===== config.mk =====
export PLATFORM = sky130hd
export DESIGN_NAME = decimal_escape_unescaper
export DESIGN_NICKNAME = d
export VERILOG_FILES = /design/src/deu_pkg.sv /design/src/deu_decode.sv /design/src/decimal_escape_unescaper.sv
export VERILOG_INCLUDE_DIRS = /design/src /design/src/src
export SDC_FILE = /design/constraint.sdc
export NUM_CORES = 1
export LEC_CHECK = 0
export BUFFER_PORTS_ARGS = -buffer_cell sky130_fd_sc_hd__buf_4
export CORE_UTILIZATION = 66
export DETAILED_ROUTE_END_ITERATION = 8
export HOLD_SLACK_MARGIN = 0.03
export PLACE_DENSITY_LB_ADDON = 0.15
export SYNTH_ARGS = -nofsm -noshare
export SYNTH_HDL_FRONTEND = slang
export SYNTH_HIERARCHICAL = 1
export SYNTH_SLANG_ARGS = --single-unit

===== constraint.sdc =====
create_clock -name clk -period 6 [get_ports clk]
set_input_delay 0.6 -clock clk [delete_from_list [all_inputs] [get_ports clk]]
set_output_delay 0.6 -clock clk [all_outputs]
set_load 0.05 [all_outputs]

===== src/decimal_escape_unescaper_macros.svh =====
// Assertion macros for the decimal escape unescaper.
// Expects clk and arst_n in the scope where a macro is used.
`ifndef DECIMAL_ESCAPE_UNESCAPER_MACROS_SVH
`define DECIMAL_ESCAPE_UNESCAPER_MACROS_SVH

// cond must hold at every edge out of reset
`define DEU_ASSERT(label, cond, msg) \
	label: assert property (@(posedge clk) disable iff (!arst_n) (cond)) else $error(msg);

// pre at one edge implies post at the next
`define DEU_ASSERT_NEXT(label, pre, post, msg) \
	label: assert property (@(posedge clk) disable iff (!arst_n) (pre) |=> (post)) \
		else $error(msg);

`endif


===== src/deu_pkg.sv =====
// Shared types, character codes and helpers for the decimal escape unescaper.
// No dependencies.
`default_nettype none

package deu_pkg;

	localparam int unsigned RES_MAX = 3;

	localparam logic [7:0] CH_BACKSLASH = 8'h5C;
	localparam logic [7:0] CH_ZERO      = 8'h30;
	localparam logic [7:0] CH_TWO       = 8'h32;
	localparam logic [7:0] CH_FIVE      = 8'h35;

	typedef enum logic [1:0] {
		ST_PLAIN,
		ST_ESC,
		ST_D1,
		ST_D2
	} esc_stage_t;

	typedef struct packed {
		esc_stage_t stage;
		logic [1:0] d1;
		logic [2:0] d2;
	} dec_state_t;

	typedef struct packed {
		logic [7:0] out_byte;
		logic       byte_valid;
		logic       error_flag;
		logic       last_result;
	} res_t;

	typedef struct packed {
		res_t [RES_MAX-1:0] items;
		logic [1:0]         count;
	} res_list_t;

	function automatic res_t mk_res(logic [7:0] b, logic v, logic e);
		res_t r;
		r.out_byte    = b;
		r.byte_valid  = v;
		r.error_flag  = e;
		r.last_result = 1'b0;
		return r;
	endfunction

	function automatic logic [7:0] digit_char(logic [2:0] d);
		return CH_ZERO | {5'd0, d};
	endfunction

endpackage

`default_nettype wire


===== src/deu_decode.sv =====
// Single-pass decode of one escaped character: next escape state and up to three results.
// Depends on deu_pkg.
`default_nettype none

module deu_decode (
	input  deu_pkg::dec_state_t cur,
	input  logic [7:0]          in_char,
	input  logic                end_of_string,
	input  logic                strict_mode,
	output deu_pkg::dec_state_t nxt,
	output deu_pkg::res_list_t  res
);
	import deu_pkg::*;

	logic       is_d02;
	logic       is_d05;
	logic [7:0] dec_val;
	logic [1:0] n;
	res_list_t  rl;
	dec_state_t st;

	assign is_d02 = (in_char >= CH_ZERO) && (in_char <= CH_TWO);
	assign is_d05 = (in_char >= CH_ZERO) && (in_char <= CH_FIVE);

	// max 2*100 + 5*10 + 5 = 255
	assign dec_val = ({6'd0, cur.d1} * 8'd100) + ({5'd0, cur.d2} * 8'd10)
		+ {5'd0, in_char[2:0]};

	always_comb begin
		rl = '0;
		n  = 2'd0;
		st = cur;
		case (cur.stage)
			ST_PLAIN: begin
				if (in_char == CH_BACKSLASH) begin
					st.stage = ST_ESC;
				end else begin
					rl.items[n] = mk_res(in_char, 1'b1, 1'b0);
					n = n + 2'd1;
				end
			end
			ST_ESC: begin
				if (is_d02) begin
					st.d1    = in_char[1:0];
					st.stage = ST_D1;
				end else begin
					st.stage = ST_PLAIN;
					rl.items[n] = mk_res(in_char, 1'b1, 1'b0);
					n = n + 2'd1;
				end
			end
			ST_D1: begin
				if (is_d05) begin
					st.d2    = in_char[2:0];
					st.stage = ST_D2;
				end else begin
					st.stage = ST_PLAIN;
					rl.items[n] = mk_res(digit_char({1'b0, cur.d1}), 1'b1, 1'b0);
					n = n + 2'd1;
					// failing char restarts in plain state
					if (in_char == CH_BACKSLASH) begin
						st.stage = ST_ESC;
					end else begin
						rl.items[n] = mk_res(in_char, 1'b1, 1'b0);
						n = n + 2'd1;
					end
				end
			end
			ST_D2: begin
				st.stage = ST_PLAIN;
				if (is_d05) begin
					rl.items[n] = mk_res(dec_val, 1'b1, 1'b0);
					n = n + 2'd1;
				end else begin
					rl.items[n] = mk_res(digit_char({1'b0, cur.d1}), 1'b1, 1'b0);
					n = n + 2'd1;
					rl.items[n] = mk_res(digit_char(cur.d2), 1'b1, 1'b0);
					n = n + 2'd1;
					if (in_char == CH_BACKSLASH) begin
						st.stage = ST_ESC;
					end else begin
						rl.items[n] = mk_res(in_char, 1'b1, 1'b0);
						n = n + 2'd1;
					end
				end
			end
			default: begin
				st.stage = ST_PLAIN;
			end
		endcase

		if (end_of_string) begin
			case (st.stage)
				ST_D1: begin
					rl.items[n] = mk_res(digit_char({1'b0, st.d1}), 1'b1, 1'b0);
					n = n + 2'd1;
				end
				ST_D2: begin
					rl.items[n] = mk_res(digit_char({1'b0, st.d1}), 1'b1, 1'b0);
					n = n + 2'd1;
					rl.items[n] = mk_res(digit_char(st.d2), 1'b1, 1'b0);
					n = n + 2'd1;
				end
				ST_ESC: begin
					// trailing backslash
					if (strict_mode) begin
						rl.items[n] = mk_res(8'd0, 1'b0, 1'b1);
						n = n + 2'd1;
					end
				end
				default: begin
				end
			endcase
			if (n == 2'd0) begin
				rl.items[n] = mk_res(8'd0, 1'b0, 1'b0);
				n = 2'd1;
			end
			rl.items[n - 2'd1].last_result = 1'b1;
			st = '0;
		end
		rl.count = n;
	end

	assign nxt = st;
	assign res = rl;

endmodule

`default_nettype wire


===== src/decimal_escape_unescaper.sv =====
// Top level of the decimal escape unescaper: input register, decode, result buffer.
// Depends on deu_pkg, deu_decode and decimal_escape_unescaper_macros.svh.
//
//  port group  dir  payload
//  s_*         in   tdata = in_char, tlast = end_of_string
//  m_*         out  tdata = out_byte, tuser = {error_flag, byte_valid}, tlast = last_result
//  cfg_*       in   strict_mode, written when cfg_we is high
//
// A request enters the input register, is decoded in one pass and lands in a
// three-entry result buffer that drains one result per cycle while m_tready is high.
// Throughput is one request per cycle while m_tready is high and each yields at most one
// result; a request with more results holds the input until the buffer drains.
// Requests pass the input register and the result buffer. Reset clears all escape state.
`default_nettype none

`include "decimal_escape_unescaper_macros.svh"

module decimal_escape_unescaper (
	input  logic       clk,
	input  logic       arst_n,
	input  logic       s_tvalid,
	output logic       s_tready,
	input  logic [7:0] s_tdata,   // [7:0] in_char
	input  logic       s_tlast,
	output logic       m_tvalid,
	input  logic       m_tready,
	output logic [7:0] m_tdata,   // [7:0] out_byte
	output logic [1:0] m_tuser,   // [0] byte_valid, [1] error_flag
	output logic       m_tlast,
	input  logic       cfg_we,
	input  logic       cfg_wdata
);
	import deu_pkg::*;

	logic                 strict_q;
	logic                 valid_s1;
	logic [7:0]           char_s1;
	logic                 eos_s1;
	dec_state_t           state_q;
	dec_state_t           state_nxt;
	res_list_t            dec_res;
	res_t [RES_MAX-1:0]   buf_q;
	logic [1:0]           cnt_q;
	logic                 buf_free;
	logic                 move_s1;
	logic                 pop;

	deu_decode u_decode (
		.cur           (state_q),
		.in_char       (char_s1),
		.end_of_string (eos_s1),
		.strict_mode   (strict_q),
		.nxt           (state_nxt),
		.res           (dec_res)
	);

	assign pop      = m_tvalid && m_tready;
	assign buf_free = (cnt_q == 2'd0) || ((cnt_q == 2'd1) && m_tready);
	assign move_s1  = valid_s1 && buf_free;
	assign s_tready = !valid_s1 || move_s1;

	always_ff @(posedge clk or negedge arst_n) begin
		if (!arst_n) begin
			strict_q <= 1'b0;
			valid_s1 <= 1'b0;
			state_q  <= '0;
			cnt_q    <= 2'd0;
		end else begin
			if (cfg_we) begin
				strict_q <= cfg_wdata;
			end
			if (s_tready) begin
				valid_s1 <= s_tvalid;
			end
			if (move_s1) begin
				state_q <= state_nxt;
				cnt_q   <= dec_res.count;
			end else if (pop) begin
				cnt_q <= cnt_q - 2'd1;
			end
		end
	end

	always_ff @(posedge clk) begin
		if (s_tvalid && s_tready) begin
			char_s1 <= s_tdata;
			eos_s1  <= s_tlast;
		end
		if (move_s1) begin
			buf_q <= dec_res.items;
		end else if (pop) begin
			buf_q[0] <= buf_q[1];
			buf_q[1] <= buf_q[2];
		end
	end

	assign m_tvalid = (cnt_q != 2'd0);
	assign m_tdata  = buf_q[0].out_byte;
	assign m_tuser  = {buf_q[0].error_flag, buf_q[0].byte_valid};
	assign m_tlast  = buf_q[0].last_result;

	`DEU_ASSERT(a_load_into_free, !(move_s1 && (dec_res.count != 2'd0)) || (cnt_q == 2'd0) || ((cnt_q == 2'd1) && m_tready), "results loaded over pending ones")
	`DEU_ASSERT(a_last_is_final, !(m_tvalid && m_tlast) || (cnt_q == 2'd1), "end marker not final in buffer")
	`DEU_ASSERT_NEXT(a_end_clears, move_s1 && eos_s1, state_q == '0, "escape state not cleared at end")

endmodule

`default_nettype wire

# Word-level counts from Yosys, hierarchy flattened
# Cells that the tools add are included.
[totals]
output_inout_bits = 13
regBits = 53
wordCells = 123
[op_classes]
mux = 53
n_eq_ne = 8
add_sub_neg = 6
mul = 2
reduce_logical = 18
bitwise = 5
magnitude_cmp = 11
[ops]
columns = ["op", "count"]
rows = [
  ["two-way mux 33 bit", 5],
  ["bitwise mux 33 bit", 3],
  ["case mux 33 bit (3 select lines)", 1],
  ["demux 11 bit (select 2 bit)", 4],
  ["two-way mux 22 bit", 4],
  ["two-way mux 11 bit", 7],
  ["case mux 11 bit (4 select lines)", 1],
  ["AND 33 bit", 1],
  ["inverter 33 bit", 1],
  ["AND 30 bit", 1],
  ["two-way mux 2 bit", 15],
  ["inverter 30 bit", 1],
  ["case mux 11 bit (2 select lines)", 1],
  ["<= comparator 8 x 6 -> 1 bit (second input constant)", 2],
  ["case mux 2 bit (4 select lines)", 2],
  ["less-than comparator 2 x 3 -> 1 bit (second input constant)", 4],
  ["logical AND 1 bit", 10],
  ["adder 8 x 3 -> 8 bit", 1],
  ["adder 8 x 7 -> 8 bit", 1],
  ["equality test 2 bit (second input constant)", 4],
  ["equality test 8 x 7 -> 1 bit (second input constant)", 1],
  [">= comparator 2 x 1 -> 1 bit (second input constant)", 4],
  [">= comparator 8 x 6 -> 1 bit (second input constant)", 1],
  ["two-way mux 7 bit", 1],
  ["other kinds (13)", 27],
]

# Logic depth before layout (Yosys ltp)
# Gate-level depths: netlist (run 1).
[depth]
word_depth = 19
depth_mapped = 16
depth_no_buf = 13

# Modules after synthesis
# The synthesis (run 1) kept the hierarchy.
[modules_own_cells]
columns = ["mod", "instances", "cells_each", "area_per_inst_um2", "seq_area_each_um2"]
rows = [
  ["decimal_escape_unescaper", 1, 116, 2242.2, 1536.5],
  ["deu_decode", 1, 235, 1555.2, 0.0],
]

# Least setup slack after synthesis (run 1)
# Ideal clock, no wire load.
[synth_timing]
path_kind = "reg2reg"
from = "reg char_s1[0]"
to = "reg buf_q[16] (netlist bit) (data pin)"
path_stages_with_launch = 15
setup_time_ns = 0.260
required_time_ns = 5.740
arrival_ns = 3.146
path_slack_ns = 2.594
cell_sequence = "edfxtp_1 clkbuf_1 or4b_1 nor4_1 a21oi_1 and2_1 clkbuf_1 inv_1 ha_1 clkbuf_1 nor2_1 o31a_1 o21ai_1 o22ai_1 mux2_4"
[synth_lines]
columns = ["element", "line_no", "text"]
rows = [
  ["from (decl)", "decimal_escape_unescaper.sv:37", "logic [7:0] char_s1;"],
  ["from (signal assigned)", "decimal_escape_unescaper.sv:86", "char_s1 <= s_tdata;"],
  ["to (signal assigned)", "decimal_escape_unescaper.sv:90", "buf_q <= dec_res.items;"],
  ["to (decl)", "decimal_escape_unescaper.sv:42", "res_t [RES_MAX-1:0] buf_q;"],
]

==> results.toml, run 1 <==
[worst_setup_path]
criticalPathCategory = "reg -> reg"
cp.required_ns = 6.07
cp-end-kind = "flip-flop"
cp_data_arrival_time_ns = 3.90
crit_fanout = 13
start_kind = "flip-flop"
reg2reg_slack_ns = 2.17

[synthesis]
ys_types = 72
syn_inst = 351
yosysSeqAreaShare = 0.405
synth-seq-cells = 53
synth_edf_count = 42
syn-cell-area_um2 = 3800
synthArstFlopShare = 0.208
ys_warn_count = 6
syn_nets = 387
syn_area_per_cell_um2 = 10.8
synth_flop_cell = "edfxtp_1"

[global_route]
grt_max_degree = 33
track_usage = 0.301
grt_pass1_vias = 2737
antenna_found_initial = 0
grt-ovfl-total = 0
grt_pass1_wl_um = 13800

[timing]
fin_crit_ns = 3.83
setup_viol = 0
hold_viol = 0
finalMaxSlewViolations = 0
max_slew_margin = 0.428
timing.fmax_mhz = 261
rsz0062_at_grt = "no"
clock-skew-final_ns = 0.0111
worst_pin_slew_ns = 0.859
setup_tns_ns = 0
fin_crit_sh = 0.638

[cts]
cts_tree = "done"
clock_latency_ns = 0.31
cts_resized = 0
cts-htree-levels = 2
clock_path_buffers = 2
clk_pin_slew_ns = 0.10
numCtsBuffers = 5
holdBufCountCts = 0
clock-sinks = 53
postCtsSetupBuffers = 0
root_buffer = "clkbuf_8"

[drt]
drc_errors = 0
drtIter0Drc = 350
wl_um = 8750
vias_per_cell = 6.72
drtPass1Iterations = 5
ant_nets = 0
detail_route.wl_per_cell_um = 20.3
via_count = 2898

[die]
fp.dieW_um = 77.9
die_y_um = 77.9
die_area_um2 = 6060
core_um2 = 5540
row_count = 27
pin_count = 28
start_util = 0.685

[place]
place_congestion = 0.971
hpwlAfterDp_um = 6290
io_buffer_count = 27

[worst_hold_path]
min-delay-path-class = "in -> async"

[power_and_ir_drop]
total_leakage_power_nw = 1.68
peakVddDrop_mv = 0.459
fin_total_pwr_mw = 1.50
p_per_area_nw_per_um2 = 375

[cells_and_area]
antenna-diode-count = 0
syn2layout_area_growth_pct = 5.30
nNetsFinal = 394
drive_above_1_share = 0.223

[run_status]
status = "finished, final reports clean"

[run]
drv_cap = 0
## layout by cell type (no fill, tap or decap), drive strengths merged, types with 5 or more instances in the layout
| cell type | count |
|---|---|
| nand2b | 5 |
| nor2b | 5 |
| a21oi | 16 |
| ha | 19 |
| nand2 | 25 |
| clkbuf | 6 |
| mux2 | 32 |
| nor3 | 5 |
| inv | 17 |
| o21ai | 14 |
| nand3 | 17 |
| buf | 27 |
| dfrtp | 11 |
| and2 | 9 |
| o22ai | 5 |
| nor2 | 19 |
| edfxtp | 42 |
| and3 | 5 |
## final timing paths
path	from	end	depth (start not counted)
max in group asynchronous	arst_n	state_q[6]	1
worst max-delay path	char_s1[1]	m_tdata[0]	12
worst min register to register	buf_q[16]	m_tdata[2]	1
min in group clk	s_tlast	eos_s1	1
worst min-delay path	arst_n	cnt_q[0]	1
worst max register to register	char_s1[1]	m_tdata[0]	12
## area by class of cell
class,instances,area (µm²)
inverters,17,63.8
multi-input cells,254,2020
fillers,389,1540
well taps,72,90.1
repair buffers,27,203
clock inverters,2,15.0
flip-flops and latches,53,1540
clock buffers,6,72.6
## layer usage
metal	vias up	wire length (µm)	global-route usage	share of wire
li1	1317	-	-	-
met1	1360	3770	0.408	0.43
met2	181	3910	0.479	0.45
met3	40	722	0.0447	0.082
met4	0	346	0.128	0.040
met5	-	0	0	0
## synth_stat cells (3+ instances only)
cell	number	area (µm²)
a211oi_1	3	22.5
o21ai_0	12	60.1
nand4_1	3	18.8
and3_1	5	31.3
a21o_1	3	22.5
inv_1	17	63.8
nand2b_1	4	25.0
clkbuf_1	11	41.3
a22oi_1	4	30.0
mux2_4	27	405
a21oi_1	15	75.1
and2_1	9	56.3
nand2_1	24	90.1
nor2_1	19	71.3
nor3_1	4	20.0
mux2_2	5	56.3
dfrtp_1	11	275
a21boi_0	4	30.0
a31oi_1	4	25.0
o22ai_1	5	31.3
edfxtp_1	42	1260
ha_1	19	238
mux2i_1	4	40.0
nand3_1	17	85.1
nor2b_1	5	31.3
xor2_1	4	35.0
buf_4	10	75.1
## report_power, final
part / internal, mW / leakage, nW / switching (mW) / total (mW)
Combinational: 0.268 / 1.09 / 0.375 / 0.643
Clock: 0.0826 / 0.0374 / 0.123 / 0.206
Sequential: 0.568 / 0.554 / 0.0826 / 0.650
## metrics by stage
stage,hold slack [ns],instance area [µm²],setup slack [ns],instances,utilization
6_report,0.113,4000,2.17,431,0.722
5_1_grt,0.123,4000,1.86,431,0.722
4_1_cts,0.118,4000,2.27,431,0.722
3_5_place_dp,0.455,3910,2.31,423,0.706
3_3_place_gp,0.451,3910,2.35,423,0.706
2_1_floorplan,0.304,3800,2.59,351,-
## worst max-delay path, stage by stage, from the launching register on
cell	delay, ns
edfxtp_1	0.59
or4b_1	0.57
nor4_1	0.39
a21oi_1	0.14
and2_1	0.28
inv_1	0.12
ha_1	0.30
inv_1	0.18
o211ai_1	0.22
a41oi_1	0.18
nor3_1	0.19
o22ai_1	0.12
mux2_4	0.30
## flip-flops by register name (all words and copies together), names as in the netlist
| register | count |
|---|---|
| buf_q | 22 |
| char_s1 | 8 |
| cnt_q | 2 |
| eos_s1 | 1 |
| m_tdata | 8 |
| m_tlast | 1 |
| m_tuser | 2 |
| state_q | 7 |
| strict_q | 1 |
| valid_s1 | 1 |
## logic make-up (layout without fill, tap and decap cells)
family,Yosys count,count (layout),share of synthesized area
adders and majority gates,21,21,0.0731
DFF,53,53,0.405
and+or+nand+nor,112,112,0.168
buffers and inverters,44,52,0.0639
xor gates and xnor gates,6,6,0.0138
muxes,36,36,0.132
AOI/OAI and AO/OA,79,79,0.145
No activity file was read; power rests on OpenSTA's default activity.
==> run 2, diff against run 1 <==
- ABC_AREA: unset -> 1
- CORE_UTILIZATION: 66 -> 55
- clock period: 6 -> 3.33 ns (I/O delays scaled with it)
==> results.toml, run 2 <==
[run_status]
status = "complete, but fails checks"
violations = "DRC"

[worst_setup_path]
cp-end-kind = "flip-flop"
cp.depth = 18
cp.required_ns = 3.54
path_cells = "inv_1 -> nand2_1 -> nor2_2 -> nand2_1 -> nand2_1 -> nand3_1 -> nor2_2 -> inv_1 -> ha_1 -> nor2_1 -> o22ai_1 -> nand3b_1 -> nand2_1 -> o21ai_0 -> inv_1 -> nand3_1 -> nand3_1 -> nand2_1"
endpoint = "cnt_q[1]"
crit_fanout = 7
r2r_cells = 18
critPathMaxStageDelay_ns = 0.51
reg2reg_slack_ns = 0.38
path_buf_inv = 3
crit_family = "simple AND/OR/NAND/NOR gates"
start_kind = "flip-flop"
path_common_cell = "nand2_1"
r2r_start = "char_s1[1]"
crit_path_start = "char_s1[1]"
timing.rr.end = "cnt_q[1]"
slowest_stage = "edfxtp_1"
cp_data_arrival_time_ns = 3.17
criticalPathCategory = "reg -> reg"

[synthesis]
synthArstFlopShare = 0.208
synth_edf_count = 42
yosysSeqAreaShare = 0.409
syn_inst = 500
syn_nets = 536
synth_flop_cell = "edfxtp_1"
synth-seq-cells = 53
synth.most_common_cell = "nand2_1"
syn_area_per_cell_um2 = 7.52
ys_types = 38
syn-cell-area_um2 = 3760
yosys.area.top_type = "edfxtp_1"
ys_warn_count = 6
synthTopCellsByCount = "nand2_1 (178), inv_1 (56), nor2_1 (49)"
yosysTopAreaCellShare = 0.335
synth_area_leaders = "edfxtp_1 (34%), nand2_1 (18%), dfrtp_1 (7.3%), ha_1 (6.3%), inv_1 (5.6%)"

[cts]
cts_tree = "done"
cts-htree-levels = 2
root_buffer = "clkbuf_8"
clock_path_buffers = 2
clock_latency_ns = 0.32
numCtsBuffers = 5
clock-sinks = 53
clk_pin_slew_ns = 0.10
postCtsSetupBuffers = 0

[cells_and_area]
syn2layout_area_growth_pct = 6.79
final_cell_mix = "nand2_1 (178), inv_1 (56), nor2_1 (48)"
nNetsFinal = 552
final_common_cell = "nand2_1"
largest-register = "buf_q"
largest_reg_flops = 22
drive_above_1_share = 0.118
antenna-diode-count = 0

[die]
die_area_um2 = 7170
start_util = 0.582
core_um2 = 6460
die_y_um = 84.7
row_count = 29
pin_count = 28
fp.dieW_um = 84.7

[drt]
drc_errors = 5
ant_nets = 0
drtIter0Drc = 281
drtPass1Iterations = 8
vias_per_cell = 5.51
via_count = 3270
detail_route.wl_per_cell_um = 15.3
wl_um = 9070

[place]
place_congestion = 0.966
hpwlAfterDp_um = 6860
io_buffer_count = 27
dp_slack_ns = 0.300

[global_route]
grt-ovfl-total = 0
track_usage = 0.270
grt_pass1_vias = 3135
grt_max_degree = 41
antenna_found_initial = 0
grt_pass1_wl_um = 15100

[timing]
worst_pin_slew_ns = 1.02
setup_ws_ns = 0.375
hold_viol = 0
rsz0062_at_grt = "no"
finalMaxSlewViolations = 0
setup_tns_ns = 0
fin_crit_ns = 2.95
setup_viol = 0
max_slew_margin = 0.318
timing.fmax_mhz = 338
fin_crit_sh = 0.887
clock-skew-final_ns = 0.00734

[run]
drv_cap = 0

[power_and_ir_drop]
p_per_area_nw_per_um2 = 681
total_leakage_power_nw = 1.99
peakVddDrop_mv = 0.632

[worst_hold_path]
min-delay-path-class = "in -> reg"
[run 2: changes by cell type after synthesis, sizes merged, moves of 11 or more]
cell    change
nor2       +33
nand3      +26
nand2     +159
mux2       -31
clkbuf     -11
inv        +46
[run 2: cell families (layout without fill, tap and decap cells)]
logic type	count (synthesis)	count (layout)	synth area share
AND/OR/NAND/NOR	292	292	0.329
AO/OA/AOI/OAI	46	46	0.0709
buffers and inverters	85	102	0.110
flip-flops	53	53	0.409
multiplexers	1	1	0.00299
XOR/XNOR	2	2	0.00466
adder cells (fa/ha/maj)	21	21	0.0739
[run 2: how the worst min path moves through the flow]
stage,to,cells after the start,slack [ns],startpoint
2_1_floorplan,cnt_q[0],0,0.04,arst_n
3_3_place_gp,cnt_q[1],1,0.17,arst_n
3_5_place_dp,cnt_q[0],1,0.17,arst_n
4_1_cts,eos_s1,1,0.18,s_tlast
5_1_grt,char_s1[1],1,0.17,s_tdata[1]
6_report,eos_s1,1,0.18,s_tlast
[run 2: per-layer routing]
layer | wire length [µm] | track usage | up-vias
met5 | 0 | 0 | -
li1 | - | - | 1640
met3 | 619 | 0.0393 | 19
met2 | 4230 | 0.451 | 128
met4 | 218 | 0.0940 | 0
met1 | 4000 | 0.361 | 1483
[run 2: what timing repair did]
item / 4_1_cts / 5_1_grt
hold buffers: 1 / 0
endpoints found under the hold margin: 11 / 0
resized for setup: 0 / 2
endpoints found under the setup margin: 0 / 5
[run 2: stage by stage]
step,total power [mW],hold WS (ns),utilization,cells,cell area (µm²)
after CTS,2.76,0.177,0.621,594,4010
after global routing,2.90,0.170,0.622,594,4020
after floorplan,2.19,0.0374,-,500,3760
final,2.74,0.183,0.622,594,4020
after detailed placement,2.36,0.173,0.604,585,3900
after global placement,2.34,0.172,0.604,585,3900
[run 2: report_power, final]
part | switching, mW | internal, mW
logic | 0.872 | 0.307
clock network | 0.234 | 0.153
registers | 0.101 | 1.07
total | 1.21 | 1.53
[run 2: layout make-up]
cell class                 instances  area, µm²
inverter                          64        243
fill                             603       2440
multi-input combinational        362       1820
timing repair buffer              30        228
clock buffer                       5       68.8
tap                               77       96.3
clock inverter                     3       26.3
sequential                        53       1540
==> run 3, diff against run 2 <==
- CELL_PAD_IN_SITES_DETAIL_PLACEMENT: unset -> 1
- CELL_PAD_IN_SITES_GLOBAL_PLACEMENT: unset -> 1
- CORE_UTILIZATION: 55 -> 41
==> results.toml, run 3 (synthesis results as in run 2) <==
[worst_setup_path]
reg2reg_slack_ns = 0.25
crit_fanout = 7
cp.required_ns = 3.42
cp-end-kind = "flip-flop"
cp_data_arrival_time_ns = 3.17
criticalPathCategory = "reg -> reg"
start_kind = "flip-flop"

[place]
placed_cells = 621
dp_slack_ns = 0.200
dpl_cell_area_um2 = 3980
hpwlAfterDp_um = 7880
place_congestion = 0.896
io_buffer_count = 27

[power_and_ir_drop]
p_seq_frac = 0.424
p_per_area_nw_per_um2 = 678
fin_total_pwr_mw = 2.77
peakVddDrop_mv = 0.445
swShare = 0.448
clock_power_share = 0.144
total_leakage_power_nw = 2.02
p_int_mw = 1.53
combPwrFrac = 0.432
switching_power_mw = 1.24

[timing]
setup_tns_ns = 0
finalMaxSlewViolations = 0
whs_ns = 0.180
fin_crit_sh = 0.924
setup_ws_ns = 0.254
max_slew_margin = 0.291
hold_viol = 0
fin_crit_ns = 3.08
clock-skew-final_ns = 0.0121
setup_viol = 0
worst_pin_slew_ns = 1.06
rsz0062_at_grt = "no"
timing.fmax_mhz = 325

[global_route]
grt_pass1_vias = 3274
grt_max_degree = 41
grt-ovfl-total = 0
grt_pass1_wl_um = 16900
antenna_found_initial = 0
track_usage = 0.226

[cells_and_area]
largest_reg_flops = 22
finalNonFillerCells = 630
antenna-diode-count = 0
utilization = 0.465
final_area_um2 = 4090
largest-register = "buf_q"
final_cell_mix = "nand2_1 (178), inv_1 (56), nor2_1 (48)"
drive_above_1_share = 0.126
final_common_cell = "nand2_1"
syn2layout_area_growth_pct = 8.78
nNetsFinal = 557

[worst_hold_path]
min-delay-path-class = "in -> reg"

[cts]
cts-htree-levels = 2
cts_tree = "done"
numCtsBuffers = 5
clock_latency_ns = 0.33
root_buffer = "clkbuf_8"
clock-sinks = 53
clock_path_buffers = 2
clk_pin_slew_ns = 0.11

[drt]
via_count = 3275
drtIter0Drc = 193
drtPass1Iterations = 7
wl_um = 10200
ant_nets = 0
drc_errors = 6
vias_per_cell = 5.20
detail_route.wl_per_cell_um = 16.2

[die]
pin_count = 28
core_um2 = 8810
die_area_um2 = 9560
die_y_um = 97.8
start_util = 0.427
row_count = 34
fp.dieW_um = 97.8

[run_status]
status = "complete, but fails checks"
violations = "DRC"

[run]
drv_cap = 0
[run 3: path summary, 6_finish.rpt]
kind	from	end	cells after the start
worst max-delay path	char_s1[1]	m_tdata[5]	19
worst min-delay path	s_tlast	eos_s1	1
worst max register to register	char_s1[1]	m_tdata[5]	19
worst min register to register	cnt_q[1]	cnt_q[1]	2
max in group asynchronous	arst_n	state_q[1]	2
min in group asynchronous	arst_n	valid_s1	2
[run 3: power groups by stage]
stage                     Combinational, mW  Clock (mW)  Sequential (mW)
final                                  1.20       0.399             1.18
after global routing                   1.32       0.433             1.20
after CTS                              1.21       0.418             1.18
after global placement                 1.18           0             1.18
after floorplan                        1.02           0             1.18
after detailed placement               1.20           0             1.19
[run 3: cell type report]
| cell class | instances | area [µm²] |
|---|---|---|
| fillers | 1124 | 4710 |
| clock buffers | 5 | 68.8 |
| well taps | 108 | 135 |
| clock inverters | 3 | 25.0 |
| flip-flops and latches | 53 | 1540 |
| inverters | 64 | 243 |
| repair buffers | 35 | 265 |
| multi-input cells | 362 | 1820 |
[run 3: routing by layer]
metal | vias to the layer above | part of all wire | GRT usage
met5 | - | 0 | 0
met4 | 0 | 0.0078 | 0.0478
met3 | 6 | 0.039 | 0.0236
met2 | 67 | 0.47 | 0.376
met1 | 1550 | 0.48 | 0.320
li1 | 1652 | - | -
[run 3: worst max-delay path: stages, from the launching register on]
cell      delay [ns]
edfxtp_1        0.51
inv_1           0.20
nand2_1         0.11
nor2_2          0.19
nand2_1         0.10
nand2_1         0.07
nand3_1         0.09
nor2_2          0.23
inv_1           0.15
ha_1            0.24
nor2_1          0.13
nor2_1          0.06
a21oi_1         0.18
nand2_1         0.07
nand2_1         0.10
nand3_1         0.09
nand2_1         0.13
nor2_1          0.07
nand2_1         0.07
nand2_1         0.05
[run 3: repair_timing]
action,CTS,global route
gates resized for setup,0,2
hold endpoints to repair,11,0
endpoints found under the setup margin,0,9
hold buffers,1,0
setup buffers,0,0
